`src/hdl/b64le_pkg.sv`:
```
// shared types, constants and the alphabet function of the base64 line encoder
`default_nettype none
package b64le_pkg;

  localparam int unsigned MaxChars = 6;
  localparam int unsigned CountW = 3;
  localparam int unsigned DefaultJobDepth = 2;
  localparam logic [7:0] DefaultLineLimit = 8'd76;

  localparam logic [1:0] GRP_FIRST = 2'd0;
  localparam logic [1:0] GRP_SECOND = 2'd1;
  localparam logic [1:0] GRP_THIRD = 2'd2;

  localparam logic [7:0] CHAR_PAD = 8'h3D;
  localparam logic [7:0] CHAR_CR = 8'h0D;
  localparam logic [7:0] CHAR_LF = 8'h0A;

  typedef struct packed {
    logic [7:0] data_byte;
    logic       final_byte;
  } in_item_t;

  typedef struct packed {
    logic [7:0] out_char;
    logic       run_last;
  } out_item_t;

  // all characters caused by one input byte, first character in slot 0
  typedef struct packed {
    logic [MaxChars-1:0][7:0] chars;
    logic [CountW-1:0]        count;
  } job_t;

  // standard alphabet A-Z a-z 0-9 + /
  function automatic logic [7:0] b64_char(input logic [5:0] six);
    logic [7:0] v;
    v = {2'b00, six};
    if (six < 6'd26) begin
      return 8'h41 + v;
    end else if (six < 6'd52) begin
      return 8'h61 + (v - 8'd26);
    end else if (six < 6'd62) begin
      return 8'h30 + (v - 8'd52);
    end else if (six == 6'd62) begin
      return 8'h2B;
    end else begin
      return 8'h2F;
    end
  endfunction

endpackage
`default_nettype wire

```
`src/hdl/b64le_front.sv`:
```
// front end: takes bytes, tracks group and line state, builds one job per byte
`default_nettype none
module b64le_front (
  input  wire logic               clk,
  input  wire logic               rst,
  input  wire logic               accept,
  input  wire b64le_pkg::in_item_t in_item,
  input  wire logic               cfg_write,
  input  wire logic [7:0]         cfg_data,
  output b64le_pkg::job_t         job
);

  logic [1:0] group_position, group_position_next;
  logic [3:0] carry_bits, carry_bits_next;
  logic [7:0] line_length, line_length_next;
  logic [7:0] line_limit;

  logic [7:0] b;
  logic       fin;
  logic [7:0] grown_len;
  logic       brk;

  assign b = in_item.data_byte;
  assign fin = in_item.final_byte;
  assign grown_len = line_length + 8'd4;
  // break after a group once the grown length plus three reaches the limit
  assign brk = ({1'b0, grown_len} + 9'd3) >= {1'b0, line_limit};

  always_comb begin
    job.chars = '{default: b64le_pkg::CHAR_LF};
    job.chars[2] = b64le_pkg::CHAR_CR;
    job.chars[4] = b64le_pkg::CHAR_CR;
    job.count = b64le_pkg::CountW'(1);
    group_position_next = group_position;
    carry_bits_next = carry_bits;
    line_length_next = line_length;
    unique case (group_position)
      b64le_pkg::GRP_SECOND: begin
        job.chars[0] = b64le_pkg::b64_char({carry_bits[1:0], b[7:4]});
        job.chars[1] = b64le_pkg::b64_char({b[3:0], 2'b00});
        job.chars[2] = b64le_pkg::CHAR_PAD;
        job.chars[3] = b64le_pkg::CHAR_CR;
        job.chars[4] = b64le_pkg::CHAR_LF;
        job.count = fin ? b64le_pkg::CountW'(5) : b64le_pkg::CountW'(1);
        carry_bits_next = b[3:0];
        group_position_next = b64le_pkg::GRP_THIRD;
      end
      b64le_pkg::GRP_THIRD: begin
        // two symbols, then optional line break, then optional closing break
        job.chars[0] = b64le_pkg::b64_char({carry_bits, b[7:6]});
        job.chars[1] = b64le_pkg::b64_char(b[5:0]);
        job.count = b64le_pkg::CountW'(2) + (brk ? b64le_pkg::CountW'(2) : '0)
                    + (fin ? b64le_pkg::CountW'(2) : '0);
        carry_bits_next = '0;
        group_position_next = b64le_pkg::GRP_FIRST;
        line_length_next = brk ? 8'd0 : grown_len;
      end
      default: begin
        job.chars[0] = b64le_pkg::b64_char(b[7:2]);
        job.chars[1] = b64le_pkg::b64_char({b[1:0], 4'b0000});
        job.chars[2] = b64le_pkg::CHAR_PAD;
        job.chars[3] = b64le_pkg::CHAR_PAD;
        job.chars[4] = b64le_pkg::CHAR_CR;
        job.chars[5] = b64le_pkg::CHAR_LF;
        job.count = fin ? b64le_pkg::CountW'(6) : b64le_pkg::CountW'(1);
        carry_bits_next = {2'b00, b[1:0]};
        group_position_next = b64le_pkg::GRP_SECOND;
      end
    endcase
    if (fin) begin
      group_position_next = b64le_pkg::GRP_FIRST;
      carry_bits_next = '0;
      line_length_next = '0;
    end
  end

  always_ff @(posedge clk) begin
    if (rst) begin
      group_position <= b64le_pkg::GRP_FIRST;
      carry_bits <= '0;
      line_length <= '0;
      line_limit <= b64le_pkg::DefaultLineLimit;
    end else begin
      if (accept) begin
        group_position <= group_position_next;
        carry_bits <= carry_bits_next;
        line_length <= line_length_next;
      end
      if (cfg_write) begin
        line_limit <= cfg_data;
      end
    end
  end

endmodule
`default_nettype wire

```
`src/hdl/b64le_fifo.sv`:
```
// short job queue between front and back
`default_nettype none
module b64le_fifo #(
  parameter int unsigned JOB_DEPTH = b64le_pkg::DefaultJobDepth
) (
  input  wire logic            clk,
  input  wire logic            rst,
  input  wire logic            wr_en,
  input  wire b64le_pkg::job_t wr_job,
  input  wire logic            rd_en,
  output b64le_pkg::job_t      rd_job,
  output logic                 full,
  output logic                 empty
);

  localparam int unsigned PtrW = (JOB_DEPTH > 1) ? $clog2(JOB_DEPTH) : 1;
  localparam int unsigned CntW = $clog2(JOB_DEPTH + 1);
  localparam logic [PtrW-1:0] LastPtr = PtrW'(JOB_DEPTH - 1);
  localparam logic [CntW-1:0] DepthCnt = CntW'(JOB_DEPTH);

  b64le_pkg::job_t slots [JOB_DEPTH];
  logic [PtrW-1:0] wr_ptr, rd_ptr;
  logic [CntW-1:0] used;
  logic            do_wr, do_rd;

  assign full = (used == DepthCnt);
  assign empty = (used == '0);
  assign do_wr = wr_en && !full;
  assign do_rd = rd_en && !empty;
  assign rd_job = slots[rd_ptr];

  always_ff @(posedge clk) begin
    if (do_wr) begin
      slots[wr_ptr] <= wr_job;
    end
  end

  always_ff @(posedge clk) begin
    if (rst) begin
      wr_ptr <= '0;
      rd_ptr <= '0;
      used <= '0;
    end else begin
      if (do_wr) begin
        wr_ptr <= (wr_ptr == LastPtr) ? '0 : wr_ptr + PtrW'(1);
      end
      if (do_rd) begin
        rd_ptr <= (rd_ptr == LastPtr) ? '0 : rd_ptr + PtrW'(1);
      end
      if (do_wr && !do_rd) begin
        used <= used + CntW'(1);
      end else if (do_rd && !do_wr) begin
        used <= used - CntW'(1);
      end
    end
  end

endmodule
`default_nettype wire

```
`src/hdl/b64le_back.sv`:
```
// back end: holds one job and hands its characters out one per pop
`default_nettype none
module b64le_back (
  input  wire logic             clk,
  input  wire logic             rst,
  input  wire logic             job_empty,
  input  wire b64le_pkg::job_t  job_in,
  output logic                  job_take,
  input  wire logic             pop,
  output logic                  empty,
  output b64le_pkg::out_item_t  out_item
);

  b64le_pkg::job_t               cur;
  logic                          busy;
  logic [b64le_pkg::CountW-1:0]  idx;
  logic                          last_char;
  logic                          popped;

  assign last_char = (idx == cur.count - b64le_pkg::CountW'(1));
  assign popped = pop && busy;
  assign job_take = !job_empty && (!busy || (popped && last_char));
  assign empty = !busy;
  assign out_item.out_char = cur.chars[idx];
  assign out_item.run_last = last_char;

  always_ff @(posedge clk) begin
    if (job_take) begin
      cur <= job_in;
    end
  end

  always_ff @(posedge clk) begin
    if (rst) begin
      busy <= 1'b0;
      idx <= '0;
    end else begin
      if (job_take) begin
        busy <= 1'b1;
        idx <= '0;
      end else if (popped) begin
        if (last_char) begin
          busy <= 1'b0;
          idx <= '0;
        end else begin
          idx <= idx + b64le_pkg::CountW'(1);
        end
      end
    end
  end

endmodule
`default_nettype wire

```
`src/hdl/base64_line_encoder.sv`:
```
// top level of the base64 line encoder: front end, job queue and character back end
//
//  channel      direction  handshake                      payload
//  input bytes  in         push / full                    in_item (data_byte, final_byte)
//  characters   out        empty / pop                    out_item (out_char, run_last)
//  line limit   in         line_limit_valid / _ready      line_limit (8 bits, reset 76)
//
// a byte is taken whenever the job queue has room; the front end turns it into a
// job of one to six characters in the cycle it is taken.
// the back end hands out one character per cycle while pop is high, so the character
// port sets throughput: each byte needs one pop per character it causes.
// rst is synchronous and clears group position, line length, the queue and the
// back end; line_limit returns to 76. no clearing pass is needed.
// a stalled pop only backs up the queue; push keeps going until it fills.
`default_nettype none
module base64_line_encoder #(
  parameter int unsigned JOB_DEPTH = b64le_pkg::DefaultJobDepth
) (
  input  wire logic                 clk,
  input  wire logic                 rst,
  // byte input
  input  wire logic                 push,
  output logic                      full,
  input  wire b64le_pkg::in_item_t  in_item,
  // character output
  output logic                      empty,
  input  wire logic                 pop,
  output b64le_pkg::out_item_t      out_item,
  // line limit write channel
  input  wire logic                 line_limit_valid,
  output logic                      line_limit_ready,
  input  wire logic [7:0]           line_limit
);

  b64le_pkg::job_t front_job;
  b64le_pkg::job_t queue_job;
  logic            queue_full;
  logic            queue_empty;
  logic            job_take;
  logic            accept;

  // register is always writable
  assign line_limit_ready = 1'b1;
  assign full = queue_full;
  assign accept = push && !queue_full;

  // classify each byte and build its character job
  b64le_front u_front (
    .clk       (clk),
    .rst       (rst),
    .accept    (accept),
    .in_item   (in_item),
    .cfg_write (line_limit_valid),
    .cfg_data  (line_limit),
    .job       (front_job)
  );

  // decouples byte intake from character output
  b64le_fifo #(
    .JOB_DEPTH (JOB_DEPTH)
  ) u_fifo (
    .clk    (clk),
    .rst    (rst),
    .wr_en  (accept),
    .wr_job (front_job),
    .rd_en  (job_take),
    .rd_job (queue_job),
    .full   (queue_full),
    .empty  (queue_empty)
  );

  // serialize characters, one per pop
  b64le_back u_back (
    .clk       (clk),
    .rst       (rst),
    .job_empty (queue_empty),
    .job_in    (queue_job),
    .job_take  (job_take),
    .pop       (pop),
    .empty     (empty),
    .out_item  (out_item)
  );

endmodule
`default_nettype wire

```
`config.mk`:
```
export PLATFORM = sky130hd
export DESIGN_NAME = base64_line_encoder
export DESIGN_NICKNAME = d
export VERILOG_FILES = /design/src/hdl/b64le_pkg.sv /design/src/hdl/b64le_front.sv /design/src/hdl/b64le_fifo.sv /design/src/hdl/b64le_back.sv /design/src/hdl/base64_line_encoder.sv
export SDC_FILE = /design/constraint.sdc
export NUM_CORES = 1
export LEC_CHECK = 0
export BUFFER_PORTS_ARGS = -buffer_cell sky130_fd_sc_hd__buf_2
export CAP_MARGIN = 20
export CORE_ASPECT_RATIO = 0.75
export CORE_MARGIN = 5
export CORE_UTILIZATION = 60
export DETAILED_ROUTE_END_ITERATION = 6
export HOLD_SLACK_MARGIN = 0.12
export PLACE_DENSITY = 0.88
export SLEW_MARGIN = 20
export SYNTH_ARGS = -nofsm -noshare
export SYNTH_HDL_FRONTEND = slang
export SYNTH_SLANG_ARGS = --single-unit
```
`constraint.sdc`:
```
create_clock -name clk -period 6.7 [get_ports clk]
set_clock_uncertainty 0.05 [all_clocks]
set_input_delay 1.34 -clock clk [delete_from_list [all_inputs] [get_ports clk]]
set_output_delay 1.34 -clock clk [all_outputs]
set_load 0.02 [all_outputs]
```
==> impl_metrics.tcl <==
set metrics [dict create \
    yosysTopAreaCell "edfxtp_1" \
    min_from "u_front.line_length[7]" \
    io_pins 34 \
    crit_fanout 16 \
    drt.antenna.violating_nets 0 \
    min_path_cells 2 \
    r2r_end "u_fifo.slots[1][9]" \
    core_um2 10900 \
    post_cts_buffers 0 \
    yosysSeqAreaShare_pct 40.4 \
    r2r.worst_path.cells 11 \
    fin_nets 772 \
    drt_wl_total_um 15100 \
    total_power_mw 2.14 \
    syn_inst 685 \
    r2r_setup_slack_ns 3.44 \
    cts_root_buf "clkbuf_16" \
    final_hold_viol_count 0 \
    cap_violations 0 \
    ys_async_sr_fraction_pct 0 \
    cts_hold_buf 0 \
    rows 33 \
    start_util_pct 61.0 \
    timing.final.crit_share_pct 62.0 \
    min_path_type "flop to flop" \
    h-tree-depth 3 \
    arrival_ns 4.29 \
    crit_top_cell "a21oi_1" \
    cp-start-kind "primary input" \
    clk_latency_ns 0.34 \
    dp_hpwl_um 11000 \
    setup_viol 0 \
    area_growth_syn_to_layout_pct 7.74 \
    crit_chain "buf_2, inv_1, ha_1, a21oi_1, nand2b_1, nand2_1, ha_1, nor3b_1, a21oi_1, a21oi_1, o221ai_1, a211oi_1, a311o_1" \
    synth_nets 765 \
    dieArea_um2 13300 \
    crit_family "compound AO/OA/AOI/OAI gates" \
    grt_usage_pct 22.7 \
    clock-sinks 98 \
    synth_ff_type "edfxtp_1" \
    most-common-layout-cells "72 x edfxtp_1, 61 x nand2_1, 58 x ha_1" \
    powerDensity_nw_per_um2 299 \
    synth_top_area_share_pct 32.5 \
    numPortBuffers 30 \
    gp_congestion 0.946 \
    die_w_um 132 \
    drv_slew 0 \
    syn_avg_cell_area_um2 9.70 \
    drive_gt1_share_pct 12.5 \
    die_h_um 101 \
    routedWlPerCell_um 18.1 \
    final.setup.tns_ns 0 \
    worst-path-buf-inv 2 \
    numCtsBuffers 9 \
    cp_num_cells 13 \
    cts_tree "built" \
    vias 5192 \
    syn_area_um2 6650 \
    drcViolationCount 0 \
    antenna_found_initial 0 \
    ys_types 61 \
    cp-end-kind "flop" \
    path_class "primary input to flop" \
    cp.required_ns 6.84 \
    worst_slew_pin_slew_ns 0.813 \
    timing.fmax_ghz 0.241 \
    drt-initial-drc-count 601 \
    post_cts_resized 0 \
    slew_headroom_pct 45.8 \
    cp_slowest_cell "a211oi_1" \
    clkTransAtPathRegs_ns 0.07 \
    status "complete, no violations" \
    drt-pass1-iter-count 6 \
    grt_pass1_vias 4943 \
    synth-edff-count 72 \
    yosys_register_bits 98 \
    hold_end "u_front.line_length[7]" \
    rsz0062_at_grt "no" \
    synth_warnings 0 \
    pre_cts_slack_ns 2.34 \
    viasPerCell 6.20 \
    min_period_ns 4.16 \
    num_antenna_cells 0 \
    slowest_delay_ns 0.44 \
    final_common_cell "edfxtp_1" \
    r2r_start "u_front.carry_bits[0]" \
    grt_pass1_wl_um 24600 \
    overflow 0 \
    p_leak_nw 2.81 \
    synthTopCellsByArea "edfxtp_1 33%, ha_1 11%, dfxtp_1 7.8%, xnor2_1 4.9%, mux2_2 4.4%" \
    grt_max_degree 30 \
    vdd_drop_max_mv 0.153 \
    timing.final.ws_setup_ns 2.54 \
    clock_path_buffers 2 \
]
-- cells by family (layout without fill, tap and decap cells) --
kind of cell,after synthesis,after routing,share of synthesized area [%]
flops,98,98,40.4
buf+inv,79,91,4.93
fa+ha+maj,58,58,10.9
simple gates,191,191,13.9
xor+xnor,59,59,8.02
compound gates,160,160,15.5
mux,39,39,6.36
other cells,1,1,0.0564
-- cell type report --
type | instances | area (µm²)
inverter | 42 | 158
timing repair buffer | 33 | 176
multi-input combinational | 508 | 3640
clock buffer | 11 | 264
sequential | 98 | 2680
tap | 140 | 175
clock inverter | 5 | 62.6
fill | 836 | 3740
-- registers in the layout, summed over array words and instances, names as in the netlist --
signal                  flops
u_back.cur                 24
u_front.line_length         6
u_back.idx                  3
u_fifo.used                 2
u_fifo.wr_ptr               1
u_fifo.slots               48
u_front.carry_bits          4
u_front.line_limit          6
u_fifo.rd_ptr               1
u_back.busy                 1
u_front.group_position      2
-- metrics by stage --
step	hold slack, ns	utilization, %	instances	area, µm²
2_1_floorplan	0.396	-	685	6650
3_3_place_gp	0.410	62.6	820	6820
3_5_place_dp	0.432	62.7	821	6830
4_1_cts	0.449	65.7	837	7160
5_1_grt	0.495	65.7	837	7160
6_report	0.448	65.7	837	7160
-- how the worst max path moves through the flow --
| stage | startpoint | endpoint | slack, ns |
|---|---|---|---|
| 3_5_place_dp | in_item[8] | u_fifo.slots[1][9] | 2.34 |
| 6_report | in_item[8] | u_fifo.slots[1][9] | 2.54 |
| 2_1_floorplan | in_item[8] | u_fifo.slots[0][9] | 3.07 |
| 5_1_grt | in_item[8] | u_fifo.slots[1][9] | 2.27 |
| 4_1_cts | in_item[8] | u_fifo.slots[0][9] | 2.65 |
| 3_3_place_gp | in_item[8] | u_fifo.slots[0][9] | 2.38 |
-- layer usage --
metal	share of wire, %	global-route usage [%]	vias up
met5	0	0	-
met4	2.6	7.98	0
met3	6.3	3.53	36
met2	46	37.2	191
met1	45	31.2	2484
li1	-	-	2481
-- where the power goes --
part           leakage, nW  switching [mW]  internal, mW  total, mW
clock network        0.163           0.217         0.326      0.543
logic                 1.76           0.407         0.266      0.673
registers            0.881          0.0841         0.844      0.928
total                 2.81           0.708          1.44       2.14
-- cell usage after synthesis, drive strengths merged (10+ instances only) --
cell and count:
a211oi 10, a21oi 46, a31oi 11, buf 17, clkbuf 20, dfxtp 26, edfxtp 72, ha 58
inv 41, mux2 26, mux2i 13, nand2 61, nand3 19, nor2 50, nor3 15, o211ai 13
o21ai 33, xnor2 37, xor2 21
-- worst reg2reg max path: stages (launching register included) --
cell      delay [ns]
dfxtp_1         0.53
ha_1            0.38
a21oi_1         0.36
nand2b_1        0.30
nand2_1         0.09
ha_1            0.24
nor3b_1         0.18
a21oi_1         0.06
a21oi_1         0.13
o221ai_1        0.13
a211oi_1        0.44
a311o_1         0.23
Power figures use the tool's default switching activity.
